$ cat src/rtl/sfr_pkg.sv
// Shared types and constants for the stream find-and-replace unit.
// No dependencies.
package sfr_pkg;

    localparam int MAX_PATTERN     = 8;
    localparam int MAX_REPLACEMENT = 8;
    localparam int MAX_RESULTS     = 8;

    localparam logic [3:0] PLEN_MAX     = 4'(MAX_PATTERN);
    localparam logic [3:0] RLEN_MAX     = 4'(MAX_REPLACEMENT);
    localparam logic [3:0] RESULTS_MAX  = 4'(MAX_RESULTS);
    localparam logic [7:0] NEWLINE_BYTE = 8'h0A;

    typedef enum logic [1:0] {
        CFG_PATTERN_BYTES      = 2'd0,
        CFG_PATTERN_LENGTH     = 2'd1,
        CFG_REPLACEMENT_BYTES  = 2'd2,
        CFG_REPLACEMENT_LENGTH = 2'd3
    } cfg_index_t;

    typedef struct packed {
        logic [7:0] in_byte;
        logic       end_of_stream;
    } in_item_t;

    typedef struct packed {
        logic [7:0] out_byte;
        logic       run_last;
    } out_item_t;

    typedef enum logic [2:0] {
        OP_NONE,
        OP_LOAD,
        OP_SHIFT_EMIT,
        OP_REPL_START,
        OP_REPL_EMIT,
        OP_POP
    } dp_op_t;

    typedef struct packed {
        logic plen_zero;
        logic held_empty;
        logic full_match;
        logic prefix_match;
        logic flush_req;
        logic repl_done;
        logic out_empty;
        logic out_last;
    } dp_status_t;

endpackage

$ cat src/rtl/stream_find_replace_unit.sv
// Top level of the stream find-and-replace unit.
// Depends on sfr_pkg, sfr_controller and sfr_datapath.
//
// Takes one text byte per input transaction and returns 0 to 8 result
// transactions for it, the last one flagged by run_last. Each leftmost,
// non-overlapping occurrence of the pattern (register 0 bytes, register 1
// length) becomes the replacement (register 2 bytes, register 3 length);
// bytes that may start a match are held until resolved, and the held bytes
// are released after a newline or an end_of_stream byte. One byte is in
// work at a time: an item goes through a load, a scan decision, the release
// of held bytes, the replacement bytes, the flushed bytes, a flush decision
// and the delivery of its results; the scan/shift loop handles one byte per
// cycle and the output gives one result per cycle while out_ready is high.
// Configuration writes are accepted in any cycle and are meant for idle
// periods; writing the pattern or its length discards held bytes.
module stream_find_replace_unit
    import sfr_pkg::*;
(
    input  logic        clk,
    input  logic        rst_n,
    input  logic        in_valid,
    output logic        in_ready,
    input  in_item_t    in_data,
    output logic        out_valid,
    input  logic        out_ready,
    output out_item_t   out_data,
    input  logic        cfg_valid,
    output logic        cfg_ready,
    input  cfg_index_t  cfg_index,
    input  logic [63:0] cfg_data
);

    dp_op_t     op;
    dp_status_t status;

    assign cfg_ready = 1'b1;

    sfr_controller u_ctrl (
        .clk       (clk),
        .rst_n     (rst_n),
        .in_valid  (in_valid),
        .out_ready (out_ready),
        .status    (status),
        .op        (op),
        .in_ready  (in_ready),
        .out_valid (out_valid)
    );

    sfr_datapath u_dp (
        .clk       (clk),
        .rst_n     (rst_n),
        .op        (op),
        .in_data   (in_data),
        .cfg_we    (cfg_valid && cfg_ready),
        .cfg_index (cfg_index),
        .cfg_data  (cfg_data),
        .status    (status),
        .out_data  (out_data)
    );

endmodule

$ cat src/rtl/sfr_datapath.sv
// Datapath: configuration registers, held-byte buffer, prefix compare and result buffer.
// Depends on sfr_pkg; driven by sfr_controller through dp_op_t commands.
module sfr_datapath
    import sfr_pkg::*;
(
    input  logic        clk,
    input  logic        rst_n,
    input  dp_op_t      op,
    input  in_item_t    in_data,
    input  logic        cfg_we,
    input  cfg_index_t  cfg_index,
    input  logic [63:0] cfg_data,
    output dp_status_t  status,
    output out_item_t   out_data
);

    logic [63:0] pat_reg;
    logic [3:0]  plen_reg;
    logic [63:0] rep_reg;
    logic [3:0]  rlen_reg;

    logic [7:0]  wb_reg   [MAX_PATTERN];
    logic [7:0]  wb_next  [MAX_PATTERN];
    logic [3:0]  hc_reg, hc_next;

    logic [7:0]  ob_reg   [MAX_RESULTS];
    logic [7:0]  ob_next  [MAX_RESULTS];
    logic [3:0]  on_reg, on_next;

    logic [3:0]  ri_reg, ri_next;
    logic        flush_reg, flush_next;

    logic [MAX_PATTERN-1:0] eq_vec;
    logic [MAX_PATTERN-1:0] in_range;
    logic                   match_hc;
    logic [3:0]             hc_eff;
    logic                   emit_en;
    logic [7:0]             emit_val;

    always_comb
    begin
        for (int i = 0; i < MAX_PATTERN; i++)
        begin
            eq_vec[i]   = (wb_reg[i] == pat_reg[8*i +: 8]);
            in_range[i] = (4'(i) < hc_reg);
        end
    end

    assign match_hc = &(eq_vec | ~in_range);

    assign status.plen_zero    = (plen_reg == 4'd0);
    assign status.held_empty   = (hc_reg == 4'd0);
    assign status.full_match   = (hc_reg == plen_reg) && match_hc;
    assign status.prefix_match = (hc_reg < plen_reg) && match_hc;
    assign status.flush_req    = flush_reg;
    assign status.repl_done    = (ri_reg >= rlen_reg);
    assign status.out_empty    = (on_reg == 4'd0);
    assign status.out_last     = (on_reg == 4'd1);

    assign out_data.out_byte = ob_reg[0];
    assign out_data.run_last = (on_reg == 4'd1);

    // held count is always a proper prefix; guard kept for safety
    assign hc_eff = (hc_reg >= plen_reg) ? 4'd0 : hc_reg;

    always_comb
    begin
        wb_next    = wb_reg;
        hc_next    = hc_reg;
        ri_next    = ri_reg;
        flush_next = flush_reg;
        emit_en    = 1'b0;
        emit_val   = wb_reg[0];

        case (op)
            OP_LOAD:
            begin
                flush_next = (in_data.in_byte == NEWLINE_BYTE) || in_data.end_of_stream;
                if (plen_reg == 4'd0)
                begin
                    hc_next  = 4'd0;
                    emit_en  = 1'b1;
                    emit_val = in_data.in_byte;
                end
                else
                begin
                    wb_next[hc_eff[2:0]] = in_data.in_byte;
                    hc_next = hc_eff + 4'd1;
                end
            end
            OP_SHIFT_EMIT:
            begin
                emit_en  = 1'b1;
                emit_val = wb_reg[0];
                for (int i = 0; i < MAX_PATTERN - 1; i++)
                begin
                    wb_next[i] = wb_reg[i+1];
                end
                hc_next = hc_reg - 4'd1;
            end
            OP_REPL_START:
            begin
                hc_next = 4'd0;
                ri_next = 4'd0;
            end
            OP_REPL_EMIT:
            begin
                emit_en  = 1'b1;
                emit_val = rep_reg[8*ri_reg[2:0] +: 8];
                ri_next  = ri_reg + 4'd1;
            end
            default:
            begin
            end
        endcase

        if (cfg_we && (cfg_index == CFG_PATTERN_BYTES || cfg_index == CFG_PATTERN_LENGTH))
        begin
            hc_next = 4'd0;
        end
    end

    always_comb
    begin
        ob_next = ob_reg;
        on_next = on_reg;
        if (op == OP_LOAD)
        begin
            on_next = 4'd0;
            if (emit_en)
            begin
                ob_next[0] = emit_val;
                on_next    = 4'd1;
            end
        end
        else if (op == OP_POP)
        begin
            for (int i = 0; i < MAX_RESULTS - 1; i++)
            begin
                ob_next[i] = ob_reg[i+1];
            end
            on_next = on_reg - 4'd1;
        end
        else if (emit_en && (on_reg < RESULTS_MAX))
        begin
            ob_next[on_reg[2:0]] = emit_val;
            on_next = on_reg + 4'd1;
        end
    end

    always_ff @(posedge clk or negedge rst_n)
    begin
        if (!rst_n)
        begin
            pat_reg   <= '0;
            plen_reg  <= '0;
            rep_reg   <= '0;
            rlen_reg  <= '0;
            hc_reg    <= '0;
            on_reg    <= '0;
            ri_reg    <= '0;
            flush_reg <= 1'b0;
        end
        else
        begin
            hc_reg    <= hc_next;
            on_reg    <= on_next;
            ri_reg    <= ri_next;
            flush_reg <= flush_next;
            if (cfg_we)
            begin
                unique case (cfg_index)
                    CFG_PATTERN_BYTES:
                    begin
                        pat_reg <= cfg_data;
                    end
                    CFG_PATTERN_LENGTH:
                    begin
                        plen_reg <= (cfg_data[3:0] > PLEN_MAX) ? PLEN_MAX : cfg_data[3:0];
                    end
                    CFG_REPLACEMENT_BYTES:
                    begin
                        rep_reg <= cfg_data;
                    end
                    CFG_REPLACEMENT_LENGTH:
                    begin
                        rlen_reg <= (cfg_data[3:0] > RLEN_MAX) ? RLEN_MAX : cfg_data[3:0];
                    end
                    default:
                    begin
                    end
                endcase
            end
        end
    end

    always_ff @(posedge clk)
    begin
        wb_reg <= wb_next;
        ob_reg <= ob_next;
    end

endmodule

$ cat src/rtl/sfr_controller.sv
// Controller state machine: sequences load, scan, replacement, flush and drain.
// Depends on sfr_pkg; commands sfr_datapath through dp_op_t.
module sfr_controller
    import sfr_pkg::*;
(
    input  logic       clk,
    input  logic       rst_n,
    input  logic       in_valid,
    input  logic       out_ready,
    input  dp_status_t status,
    output dp_op_t     op,
    output logic       in_ready,
    output logic       out_valid
);

    typedef enum logic [2:0] {
        ST_IDLE,
        ST_SCAN,
        ST_REPL,
        ST_FLUSH,
        ST_DRAIN
    } state_t;

    state_t state_reg, state_next;

    assign in_ready  = (state_reg == ST_IDLE);
    assign out_valid = (state_reg == ST_DRAIN);

    always_comb
    begin
        op         = OP_NONE;
        state_next = state_reg;
        unique case (state_reg)
            ST_IDLE:
            begin
                if (in_valid)
                begin
                    op         = OP_LOAD;
                    state_next = status.plen_zero ? ST_DRAIN : ST_SCAN;
                end
            end
            ST_SCAN:
            begin
                if (status.held_empty || status.prefix_match)
                begin
                    state_next = ST_FLUSH;
                end
                else if (status.full_match)
                begin
                    op         = OP_REPL_START;
                    state_next = ST_REPL;
                end
                else
                begin
                    op = OP_SHIFT_EMIT;
                end
            end
            ST_REPL:
            begin
                if (status.repl_done)
                begin
                    state_next = ST_FLUSH;
                end
                else
                begin
                    op = OP_REPL_EMIT;
                end
            end
            ST_FLUSH:
            begin
                if (status.flush_req && !status.held_empty)
                begin
                    op = OP_SHIFT_EMIT;
                end
                else
                begin
                    state_next = status.out_empty ? ST_IDLE : ST_DRAIN;
                end
            end
            ST_DRAIN:
            begin
                if (out_ready)
                begin
                    op = OP_POP;
                    if (status.out_last)
                    begin
                        state_next = ST_IDLE;
                    end
                end
            end
            default:
            begin
                state_next = ST_IDLE;
            end
        endcase
    end

    always_ff @(posedge clk or negedge rst_n)
    begin
        if (!rst_n)
        begin
            state_reg <= ST_IDLE;
        end
        else
        begin
            state_reg <= state_next;
        end
    end

endmodule

$ cat config.mk
export PLATFORM = sky130hd
export DESIGN_NAME = stream_find_replace_unit
export DESIGN_NICKNAME = d
export VERILOG_FILES = /design/src/rtl/sfr_pkg.sv /design/src/rtl/stream_find_replace_unit.sv /design/src/rtl/sfr_datapath.sv /design/src/rtl/sfr_controller.sv
export SDC_FILE = /design/constraint.sdc
export NUM_CORES = 1
export LEC_CHECK = 0
export BUFFER_PORTS_ARGS = -buffer_cell sky130_fd_sc_hd__clkbuf_2
export CORE_MARGIN = 2
export CORE_UTILIZATION = 65
export DETAILED_ROUTE_END_ITERATION = 12
export PLACE_DENSITY = 0.85
export SETUP_SLACK_MARGIN = 0.05
export SLEW_MARGIN = 20
export SYNTH_ARGS = -nofsm -noshare
export SYNTH_HDL_FRONTEND = slang
export SYNTH_HIERARCHICAL = 1
export SYNTH_SLANG_ARGS = --single-unit
$ cat constraint.sdc
create_clock -name clk -period 11.8 [get_ports clk]
set_input_delay 1.18 -clock clk [delete_from_list [all_inputs] [get_ports clk]]
set_output_delay 1.18 -clock clk [all_outputs]
set_load 0.02 [all_outputs]
==> results.txt, run 1 <==
----------------------------------------------------
[CTS]
  Clock sink total ... 280
  Skew-Pair Late Insertion Delay ... 0.55 ns
  CTS-repair resized insts ... 0
  Buffer levels on the longest clock path ... 3
  CTS Hold Buffers Added ... 0
  Clock input transition at the sequential cells of the worst setup and hold paths ... 0.06 ns
  Clock buffers created by TritonCTS ... 28
  Deepest level of the CTS H-tree ... 1
  TritonCTS clock tree ... done
  Number of buffers inserted by post-CTS setup repair ... 0
  CTS root buf ... clkbuf_16

[Worst setup path]
  Critical setup path kind ... reg -> reg
  Number of cells on the worst reg-to-reg path ... 12
  Worst Setup End Kind ... flip-flop
  Arrival time worst endpoint ... 5.02 ns
  Worst setup SP type ... flip-flop
  Critical Path RT ... 11.97 ns
  R2r endpoint ... u_dp/ob_reg[33]
  Worst-case register-to-register setup slack ... 6.95 ns
  Maximum fanout encountered on the critical timing path ... 63
  Reg-to-Reg Start ... u_dp/wb_reg[32]

[Global routing]
  First-pass GRT wire length ... 53100 um
  Number of antenna violations at the first check in global routing ... 0
  GRT Total Usage ... 31.2%
  Maximum number of pins on one net before global-route repair ... 79
  Total congestion overflow after global routing ... 0
  Via count of the first global-routing pass ... 9356

[Final layout]
  Final Non-Filler Cells ... 1395
  Area used by sequential logic in the layout ... 0.00765 mm^2
  Fin nets ... 1195
  Antenna Cells ... 0
  Multi-input combinational cell area ... 0.00562 mm^2
  Most frequent cells in the layout ... 151 x dfrtp_1, 133 x mux2_2, 128 x edfxtp_1
  Fraction of layout cells with a size suffix above 1 ... 28.2%
  Final-layout fill cell count ... 1342
  Area overhead of the layout relative to synthesis ... 10.7%
  Most common library cell in the layout ignoring fill and taps ... dfrtp_1

[Floorplan]
  Floorplan die height ... 149 um
  Placeable Area ... 0.0208 mm^2
  Full die area ... 0.0222 mm^2
  # IOs ... 92
  Core Rows ... 53
  Starting density of the core ... 65.5%
  Die extent in x ... 149 um

[Synth]
  Register area share after synthesis ... 56.0%
  Total of flip-flops plus latches after synthesis ... 280
  Distinct cells, synth ... 75
  Avg Synthesized Cell Area ... 13.0 um^2
  Synth Net Count ... 1143
  Post-synth EDFFs ... 128
  Portion of synthesized cell area occupied by the leading cell type ... 28.2%
  Synthesized cell area ... 0.0136 mm^2
  Most instantiated flip-flop cell in the synthesis netlist ... dfrtp_1
  Dominant cells by area after synthesis ... edfxtp_1 28%, dfrtp_1 28%, mux2_2 11%
  Synth async-reset ratio ... 54.3%
  Cell type contributing the most total cell area after synthesis ... edfxtp_1
  Number of warnings issued by yosys ... 6
  Cells after synthesis ... 1046

[STA]
  Final Hold Vio Count ... 0
  Setup repair after global routing missed its margin ... false
  Worst-Margin Slew ... 1.14 ns
  Total setup violations reported at the end of the flow ... 0
  Post-Route Setup TNS ... 0 ns
  Worst-case clock skew ... 0.0129 ns
  Rel. slew slack ... 23.7%
  Final max-slew violation count ... 0
  Max Clock Freq ... 0.206 GHz
  Crit share post-route ... 41.1%
  Final Critical Period ... 4.85 ns

[Route]
  Drt wl/cell ... 24.2 um
  Count of nets left with antenna violations after detail routing ... 0
  Number of vias after detailed routing ... 9352
  First-pass iteration count of the detailed router ... 6
  Final routed DRC violation total ... 0
  Detailed Route Iter0 Violations ... 1261
  Routed wire length ... 33800 um
  Via count normalized by instance count ... 6.70

[Place]
  Half-perimeter wire length of the detailed placement result ... 23500 um
  Weighted congestion reported at the end of routability-driven placement ... 0.995
  Placed instance count ... 1343
  IO Port Bufs ... 90

[Worst hold path]
  Instance count along the most critical hold path ... 2
  Hold_sp ... u_dp/rlen_reg[2]
  Hold Path Sink ... u_dp/rlen_reg[2]
  Hold WC Path Type ... reg -> reg

[Pwr]
  Largest voltage drop on the vdd net ... 157 uV
  Pwr per Cell Area ... 240 mW/mm^2
  Leakage power figure ... 5.86 nW

[Run status]
  Run status ... completed

[Job]
  Max-cap check violation count ... 0

----------------------------------------------------
synthesized netlist by cell type, types with 6 or more instances:
| library cell | number |
|---|---|
| nand2b_1 | 17 |
| nor3_1 | 12 |
| nand4_1 | 19 |
| a32o_1 | 48 |
| mux2_2 | 133 |
| o21ai_0 | 22 |
| inv_1 | 11 |
| a31o_2 | 6 |
| a22o_1 | 57 |
| nor2b_1 | 7 |
| o211ai_1 | 6 |
| a22oi_1 | 8 |
| and2_1 | 9 |
| o22ai_2 | 8 |
| buf_2 | 9 |
| ha_1 | 17 |
| edfxtp_1 | 128 |
| and3_1 | 10 |
| buf_4 | 11 |
| dfrtp_1 | 152 |
| clkbuf_1 | 50 |
| mux2i_1 | 25 |
| nor2_1 | 45 |
| xnor2_1 | 66 |
| a21oi_1 | 24 |
| nand3_1 | 12 |
| a2111oi_0 | 6 |
| nand2_1 | 45 |
power breakdown:
| part | total [mW] | internal (mW) | switching, mW |
|---|---|---|---|
| clock | 0.884 | 0.514 | 0.370 |
| combinational | 1.26 | 0.462 | 0.796 |
| sequential | 1.49 | 1.30 | 0.191 |
| total | 3.63 | 2.27 | 1.36 |
cell families (layout without fill, tap and decap cells):
| logic type | count (synthesis) | in the layout | synth area share, % |
|---|---|---|---|
| AOI/OAI and AO/OA | 223 | 223 | 13.5 |
| xor gates and xnor gates | 68 | 68 | 4.36 |
| adders and majority gates | 17 | 17 | 1.56 |
| buffers and inverters | 91 | 165 | 3.11 |
| DFF | 280 | 280 | 56.0 |
| muxes | 159 | 159 | 12.9 |
| other | 1 | 1 | 0.0275 |
| and+or+nand+nor | 207 | 207 | 8.50 |
worst max path at each step:
stage,start,end,slack [ns],depth (start not counted)
2_1_floorplan,u_dp/hc_reg[0],u_dp/ob_reg[40],7.92,15
6_report,u_dp/wb_reg[32],u_dp/ob_reg[33],6.95,12
3_5_place_dp,u_dp/ri_reg[0],u_dp/ob_reg[33],7.06,16
5_1_grt,u_dp/hc_reg[0],u_dp/ob_reg[33],6.56,13
3_3_place_gp,u_dp/ri_reg[0],u_dp/ob_reg[41],7.23,16
4_1_cts,u_dp/ri_reg[0],u_dp/ob_reg[33],7.05,16
worst max-delay path: stages, from the launching register on:
cell       delay [ns]
edfxtp_1         0.43
xnor2_1          0.20
nand4_1          0.27
nor4_1           0.47
a41oi_1          0.25
a2111oi_0        0.56
or2_2            0.24
a21oi_1          0.19
nand2b_1         0.38
nor2_4           0.16
buf_4            0.53
nor2_1           0.17
nor2b_1          0.61
layout make-up:
type | instances | share of cell area (%)
clock buffer | 34 | 4.93
tap | 275 | 2.28
clock inverter | 18 | 1.15
timing repair buffer | 99 | 3.47
inverter | 14 | 0.348
sequential | 280 | 50.6
multi-input combinational | 675 | 37.2
per-stage QoR:
stage / power [mW] / hold slack (ns) / setup slack [ns] / area [um^2] / util, %
3_3_place_gp: 2.67 / 0.464 / 7.23 / 14200 / 68.1
3_5_place_dp: 2.71 / 0.476 / 7.06 / 14200 / 68.1
4_1_cts: 3.60 / 0.490 / 7.05 / 15100 / 72.5
5_1_grt: 3.78 / 0.526 / 6.56 / 15100 / 72.5
2_1_floorplan: 2.35 / 0.450 / 7.92 / 13600 / -
6_report: 3.63 / 0.482 / 6.95 / 15100 / 72.5
routing by layer:
layer	vias to the layer above	global-route usage (%)	part of all wire, %
li1	4089	-	-
met1	4624	40.6	38
met2	497	51.3	48
met3	142	5.66	7.9
met4	0	14.9	5.7
met5	-	0	0
Note: power is estimated with default switching activity, not from simulation.
==> run 2: changes to the inputs <==
ABC_AREA = 1   (was default)
CORE_UTILIZATION = 61   (was 65)
PLACE_DENSITY = 0.8   (was 0.85)
clock period = 4.8 ns   (was 11.8 ns; I/O delays follow)
==> run 2 against run 1 <==
Compared with the run above: the run now ends with negative hold slack left; count of clock-buffer cells in the layout increased by 3; non-clock buffer count grew 14; critical endpoint is now u_dp/ob_reg[7]; synthesized area down 1.6%; combinational power grew to 2.7 times the previous value; worst setup slack worse by 6.5 ns; worst hold slack got worse by 0.49 ns; synthesized cell count grew 44%; die area increased by 4.7%; power rose to 2.6 times the previous value; clock power rose to 2.7 times the previous value.
==> results.txt, run 2 <==
----------------------------------------------------
[STA]
  Worst-Margin Slew ... 0.938 ns (-0.197 ns)
  Worst hold slack after final layout ... -0.00551 ns (-0.488 ns)
  Max Clock Freq ... 0.232 GHz (+12%)
  Final worst setup slack ... 0.486 ns (-6.47 ns)
  Post-Route Setup TNS ... 0 ns (unchanged)
  Worst-case clock skew ... 0.0257 ns (+0.0128 ns)
  Final max-slew violation count ... 0 (unchanged)
  Total setup violations reported at the end of the flow ... 0 (unchanged)
  Crit share post-route ... 89.9% (+49 points)
  Rel. slew slack ... 37.3% (+14 points)
  Setup repair after global routing missed its margin ... false
  Final Hold Vio Count ... 2 (+2)
  Final Critical Period ... 4.31 ns (-0.534 ns)

[Final layout]
  Final Core Density ... 69.9% (-2.7 points)
  Antenna Cells ... 0 (unchanged)
  Most frequent cells in the layout ... 462 x nand2_1, 239 x o21ai_0, 152 x dfrtp_1
  Most common library cell in the layout ignoring fill and taps ... nand2_1
  Final-layout fill cell count ... 1659 (+24%)
  Fraction of layout cells with a size suffix above 1 ... 12.5% (-16 points)
  Multi-input combinational cell area ... 0.00499 mm^2 (-11%)
  Summed area of non-filler cells in the final layout ... 0.0152 mm^2 (+0.34%)
  Area used by sequential logic in the layout ... 0.00765 mm^2 (about the same)
  Area overhead of the layout relative to synthesis ... 12.9%
  Fin nets ... 1682 (+41%)

[Synth]
  XOR/XNOR Fraction of Synth Area ... 3.59% (-0.78 points)
  Synth async-reset ratio ... 54.3% (unchanged)
  Post-synth EDFFs ... 128 (unchanged)
  Total of flip-flops plus latches after synthesis ... 280 (unchanged)
  Portion of synthesized cell area occupied by the leading cell type ... 28.6% (+0.46 points)
  Avg Synthesized Cell Area ... 8.92 um^2 (-32%)
  Cells after synthesis ... 1506 (+44%)
  Most instantiated flip-flop cell in the synthesis netlist ... dfrtp_1
  Post-synthesis share of cell area spent on and, or, nand and nor gates ... 19.6% (+11 points)
  Cell type contributing the most total cell area after synthesis ... edfxtp_1
  Number of warnings issued by yosys ... 6 (unchanged)
  Synth Area in Adders ... 1.58% (+0.025 points)
  Count leader, synth ... nand2_1
  Fraction of the mapped netlist area in compound gates ... 12.1% (-1.4 points)
  Proportion of synthesized area in mux cells ... 0% (-13 points)
  Register area share after synthesis ... 57.0% (+0.91 points)
  Commonest cells in the netlist ... 463 x nand2_1, 239 x o21ai_0, 152 x dfrtp_1
  Synth Net Count ... 1603 (+40%)
  Dominant combinational cell family by area after synthesis ... simple AND/OR/NAND/NOR gates
  Synthesized cell area ... 0.0134 mm^2 (-1.6%)
  Distinct cells, synth ... 37 (-51%)
  Dominant cells by area after synthesis ... edfxtp_1 29%, dfrtp_1 28%, nand2_1 13%

[Global routing]
  Met2 GRT Util ... 49.8% (-1.4 points)
  GRT Total Usage ... 30.5% (-0.73 points)
  Most congested layer reported by global routing ... met2
  Maximum number of pins on one net before global-route repair ... 98 (+24%)
  Via count of the first global-routing pass ... 10500 (+12%)
  Total congestion overflow after global routing ... 0 (unchanged)
  Global Route met1 Usage ... 41.6% (+1.0 points)
  First-pass GRT wire length ... 56000 um (+5.4%)
  Number of antenna violations at the first check in global routing ... 0 (unchanged)
  Global Route met3 Usage ... 5.55% (-0.11 points)

[Worst setup path]
  Critical Path RT ... 4.98 ns (-6.99 ns)
  Critical setup path kind ... reg -> reg
  Worst Setup End Kind ... flip-flop
  Arrival time worst endpoint ... 4.50 ns (-0.52 ns)
  Maximum fanout encountered on the critical timing path ... 25 (-60%)
  Worst setup SP type ... flip-flop

[Pwr]
  Leakage power figure ... 6.96 nW (+19%)
  Largest voltage drop on the vdd net ... 373 uV (+140%)
  Pwr per Cell Area ... 616 mW/mm^2 (+160%)

[Route]
  Number of vias after detailed routing ... 10900 (+16%)
  First-pass iteration count of the detailed router ... 6 (unchanged)
  Count of nets left with antenna violations after detail routing ... 0 (unchanged)
  Routed wire length ... 35900 um (+6.3%)
  Via count normalized by instance count ... 5.76 (-14%)
  Detailed Route Iter0 Violations ... 1137 (-9.8%)
  Final routed DRC violation total ... 0 (unchanged)
  Drt wl/cell ... 19.0 um (-21%)

[Place]
  Weighted congestion reported at the end of routability-driven placement ... 0.983 (-1.2%)
  IO Port Bufs ... 90 (unchanged)
  Place WS ... 0.316 ns (-6.75 ns)
  Placement Cell Area ... 0.0141 mm^2 (-0.32%)
  Half-perimeter wire length of the detailed placement result ... 24700 um (+5.0%)

[CTS]
  CTS-repair resized insts ... 0 (unchanged)
  Deepest level of the CTS H-tree ... 1 (unchanged)
  Skew-Pair Late Insertion Delay ... 0.56 ns (about the same)
  Clock sink total ... 280 (unchanged)
  Number of buffers inserted by post-CTS setup repair ... 0 (unchanged)
  CTS root buf ... clkbuf_16
  Buffer levels on the longest clock path ... 3 (unchanged)
  Clock input transition at the sequential cells of the worst setup and hold paths ... 0.07 ns (about the same)
  CTS Hold Buffers Added ... 0 (unchanged)
  TritonCTS clock tree ... done
  Clock buffers created by TritonCTS ... 29 (+3.6%)

[Floorplan]
  # IOs ... 92 (unchanged)
  Die extent in x ... 152 um (+2.3%)
  Placeable Area ... 0.0217 mm^2 (+4.2%)
  Floorplan die height ... 152 um (+2.3%)
  Core Rows ... 54 (+1.9%)
  Starting density of the core ... 61.9% (-3.6 points)
  Full die area ... 0.0232 mm^2 (+4.7%)

[Job]
  Max-cap check violation count ... 0 (unchanged)

[Worst hold path]
  Hold WC Path Type ... in -> async

[Run status]
  Run status ... finished, violations left
  Violated checks ... negative hold slack

----------------------------------------------------
[run 2: cell count changes after synthesis, moves of 48 or more]
cell / delta
a22o_1: -57
a32o_1: -48
inv_1: +126
mux2_2: -133
nand2_1: +418
nor2_1: +53
o21ai_0: +217
[run 2: per-stage QoR]
step	total power [mW]	instances
finish	9.33	1887
global route	9.80	1887
CTS	9.25	1887
detailed placement	6.86	1834
global placement	6.78	1834
floorplan	5.75	1506
[run 2: final timing paths]
path	start	endpoint	slack, ns	depth (start not counted)
worst max-delay path	u_dp/hc_reg[0]	u_dp/ob_reg[7]	0.49	20
worst min-delay path	rst_n	u_dp/pat_reg[14]	-0.006	1
worst max register to register	u_dp/hc_reg[0]	u_dp/ob_reg[7]	0.49	20
worst min register to register	u_dp/rep_reg[43]	u_dp/rep_reg[43]	0.48	2
max in group asynchronous	rst_n	u_dp/pat_reg[36]	3.79	2
min in group clk	cfg_data[32]	u_dp/pat_reg[32]	0.17	3
[run 2: layer usage]
layer	vias up	share of wire (%)
met2	540	48
met4	0	3.6
met1	5153	40
li1	5093	-
met3	84	8.5
met5	-	0
[run 2: cells by family after synthesis]
| kind of cell | Yosys count |
|---|---|
| XOR/XNOR | 55 |
| AO/OA/AOI/OAI | 296 |
| flip-flops | 280 |
| adder cells (fa/ha/maj) | 17 |
| other | 1 |
| AND/OR/NAND/NOR | 650 |
| buffers and inverters | 207 |
[run 2: worst max-delay path, cell delays in order (launching register included)]
cell and delay, ns:
dfrtp_1 0.53, clkinv_1 0.39, ha_1 0.35, o21ai_0 0.20, nand2_1 0.08, nand2_1 0.06, nor2_1 0.04, nand2_1 0.10
nor2_1 0.06, inv_1 0.06, nand2_1 0.09, o21ai_0 0.38, inv_1 0.13, nor2_2 0.17, nand2_1 0.07, buf_4 0.24
inv_2 0.13, o21bai_4 0.15, inv_1 0.12, nand2_1 0.16, nor2_2 0.43
[run 2: power breakdown]
group          internal, mW  leakage, nW  switching [mW]  total, mW
clock network          1.42        0.496           0.959       2.38
logic                 0.975         3.37            2.38       3.36
registers              3.23         3.10           0.365       3.59
total                  5.62         6.96            3.71       9.33
[run 2: area by class of cell]
cell class	instances	share of cell area, %
clock buffers	37	5.40
clock inverters	16	1.25
inverters	142	3.52
multi-input cells	1019	32.9
flip-flops and latches	280	50.5
well taps	280	2.31
repair buffers	113	4.15
==> run 3: changes to the inputs <==
CORE_ASPECT_RATIO = 2   (was default)
==> run 3 against run 2 <==
Compared with the run above: the flow now finishes without violations; register-to-register slack about the same; die area grew 0.31%; clock skew decreased by 0.012 ns; global-route usage grew 4.5 points; count of clock-buffer cells in the layout decreased by 3; worst setup slack gained 0.014 ns; clock power is 16% lower; critical path depth up 1; worst hold slack gained 0.0067 ns; critical path type unchanged.
==> results.txt, run 3 (synthesis results as in run 2) <==
----------------------------------------------------
[Run status]
  Run status ... completed

[Worst setup path]
  Maximum fanout encountered on the critical timing path ... 9 (-64%)
  Critical setup path kind ... reg -> reg
  Dominant delay contributor by cell family on the critical path ... simple AND/OR/NAND/NOR gates
  Cell repeated most along the worst path ... nand2_1
  Number of cells on the critical path ... 21 (+5.0%)
  Number of cells on the worst reg-to-reg path ... 21 (+5.0%)
  Max stage delay on crit path ... 0.56 ns (+0.03 ns)
  Arrival time worst endpoint ... 4.48 ns (-0.02 ns)
  Slowest stage cell on the critical path ... nor2_1
  Worst Setup End Kind ... flip-flop
  Worst path cell trace ... clkinv_1, ha_1, o21ai_0, nand2_1, nand2_1, nor2_1, nand2_1, nor2_1, inv_1, nand2_1, nor2_2, nand2_1, o211ai_1, inv_1, nor2_4, nand2_2, o21ai_4, o21bai_4, inv_1, nand2_1, nor2_1
  Sum of buffers and inverters on the critical path ... 4 (-2)
  Worst setup SP type ... flip-flop
  Critical Path RT ... 4.98 ns (about the same)

[CTS]
  Clock input transition at the sequential cells of the worst setup and hold paths ... 0.07 ns (about the same)
  TritonCTS clock tree ... done
  Skew-Pair Late Insertion Delay ... 0.54 ns (-0.02 ns)
  Number of buffers inserted by post-CTS setup repair ... 0 (unchanged)
  CTS root buf ... clkbuf_16
  Deepest level of the CTS H-tree ... 1 (unchanged)
  Clock buffers created by TritonCTS ... 24 (-17%)
  Buffer levels on the longest clock path ... 3 (unchanged)
  Clock sink total ... 280 (unchanged)

[Route]
  Final routed DRC violation total ... 0 (unchanged)
  Drt wl/cell ... 21.0 um (+10%)
  Number of vias after detailed routing ... 11100 (+2.1%)
  Via count normalized by instance count ... 5.93 (+3.0%)
  Count of nets left with antenna violations after detail routing ... 0 (unchanged)
  Detailed Route Iter0 Violations ... 1030 (-9.4%)
  Routed wire length ... 39400 um (+9.6%)
  First-pass iteration count of the detailed router ... 8 (+2)

[Floorplan]
  Placeable Area ... 0.0216 mm^2 (-0.47%)
  # IOs ... 92 (unchanged)
  Core Rows ... 76 (+41%)
  Die extent in x ... 109 um (-29%)
  Starting density of the core ... 62.2% (+0.29 points)
  Full die area ... 0.0233 mm^2 (+0.31%)
  Floorplan die height ... 214 um (+40%)

[STA]
  Final Critical Period ... 4.30 ns (-0.0145 ns)
  Rel. slew slack ... 44.1% (+6.8 points)
  Worst-Margin Slew ... 0.838 ns (-0.101 ns)
  Final Hold Vio Count ... 0 (-2)
  Worst hold slack after final layout ... 0.00117 ns (+0.00667 ns)
  Max Clock Freq ... 0.233 GHz (+0.34%)
  Post-Route Setup TNS ... 0 ns (unchanged)
  Final max-slew violation count ... 0 (unchanged)
  Setup repair after global routing missed its margin ... false
  Crit share post-route ... 89.6% (-0.30 points)
  Total setup violations reported at the end of the flow ... 0 (unchanged)
  Worst-case clock skew ... 0.0133 ns (-0.0124 ns)

[Global routing]
  Maximum number of pins on one net before global-route repair ... 129 (+32%)
  GRT Total Usage ... 34.9% (+4.5 points)
  Via count of the first global-routing pass ... 11200 (+6.9%)
  Total congestion overflow after global routing ... 0 (unchanged)
  First-pass GRT wire length ... 60300 um (+7.7%)
  Number of antenna violations at the first check in global routing ... 0 (unchanged)

[Final layout]
  Fraction of layout cells with a size suffix above 1 ... 12.1% (-0.38 points)
  Fin nets ... 1678 (-0.24%)
  Most frequent cells in the layout ... 462 x nand2_1, 239 x o21ai_0, 152 x dfrtp_1
  Most common library cell in the layout ignoring fill and taps ... nand2_1
  Antenna Cells ... 0 (unchanged)
  Area overhead of the layout relative to synthesis ... 11.4%

[Job]
  Max-cap check violation count ... 0 (unchanged)

[Place]
  Half-perimeter wire length of the detailed placement result ... 28200 um (+14%)
  Weighted congestion reported at the end of routability-driven placement ... 1.01 (+3.2%)
  IO Port Bufs ... 90 (unchanged)

[Pwr]
  Pwr per Cell Area ... 607 mW/mm^2 (-1.5%)
  Leakage power figure ... 6.88 nW (-1.2%)
  Largest voltage drop on the vdd net ... 404 uV (+8.2%)

[Worst hold path]
  Hold WC Path Type ... in -> async

----------------------------------------------------
==> run 3: changes by cell type in the layout (fill, tap and decap cells not counted) <==
cell        delta
buf_4          +1
bufinv_16      -4
clkbuf_1       -2
clkbuf_16      -4
clkbuf_8       +3
clkinvlp_4     -2
nand2_4        -1
nand2_8        +1
nor2_1         +1
nor2_2         -1
==> run 3: timing repair <==
item,CTS,global route
resized for setup,0,2
endpoints found under the setup margin,0,16
hold buffers,0,0
==> run 3: area by class of cell <==
type	instances	area (um^2)
fillers	1655	6630
flip-flops and latches	280	7650
inverters	142	533
multi-input cells	1019	4990
clock inverters	10	55.1
clock buffers	34	752
well taps	273	342
repair buffers	114	637
==> run 3: worst register-to-register path, stage by stage, from the launching register on <==
cell      delay [ns]
dfrtp_1         0.55
clkinv_1        0.33
ha_1            0.33
o21ai_0         0.17
nand2_1         0.07
nand2_1         0.06
nor2_1          0.06
nand2_1         0.09
nor2_1          0.05
inv_1           0.05
nand2_1         0.08
nor2_2          0.16
nand2_1         0.07
o211ai_1        0.08
inv_1           0.13
nor2_4          0.14
nand2_2         0.19
o21ai_4         0.29
o21bai_4        0.18
inv_1           0.14
nand2_1         0.16
nor2_1          0.56
==> run 3: worst paths after layout <==
check	startpoint	end	slack [ns]
worst min-delay path	rst_n	u_dp/rep_reg[62]	0.001
worst max register to register	u_dp/hc_reg[0]	u_dp/ob_reg[2]	0.50
worst min register to register	u_dp/rep_reg[8]	u_dp/rep_reg[8]	0.49
min in group clk	cfg_data[26]	u_dp/pat_reg[26]	0.18
max in group asynchronous	rst_n	u_dp/rep_reg[3]	3.76
worst max-delay path	u_dp/hc_reg[0]	u_dp/ob_reg[2]	0.50
==> run 3: routing by layer <==
metal,GRT usage (%),up-vias,part of all wire (%)
met4,29.4,0,10
met3,4.50,190,6.0
met5,0,-,0
li1,-,5077,-
met1,35.5,5276,31
met2,61.9,560,53
==> run 3: stage by stage <==
stage          cells  power, mW  setup slack [ns]  util (%)  cell area [um^2]
6_report        1872       9.07             0.500      69.3             15000
3_3_place_gp    1828       6.89             0.348      65.5             14100
3_5_place_dp    1828       6.97             0.299      65.5             14100
5_1_grt         1872       9.49             0.211      69.3             15000
2_1_floorplan   1506       5.75              1.09         -             13400
4_1_cts         1872       8.98             0.279      69.2             14900
==> run 3: power breakdown <==
group          total (mW)  switching, mW  internal [mW]
registers            3.61          0.385           3.23
logic                3.47           2.49          0.981
clock network        1.99          0.895           1.10
total                9.07           3.77           5.31
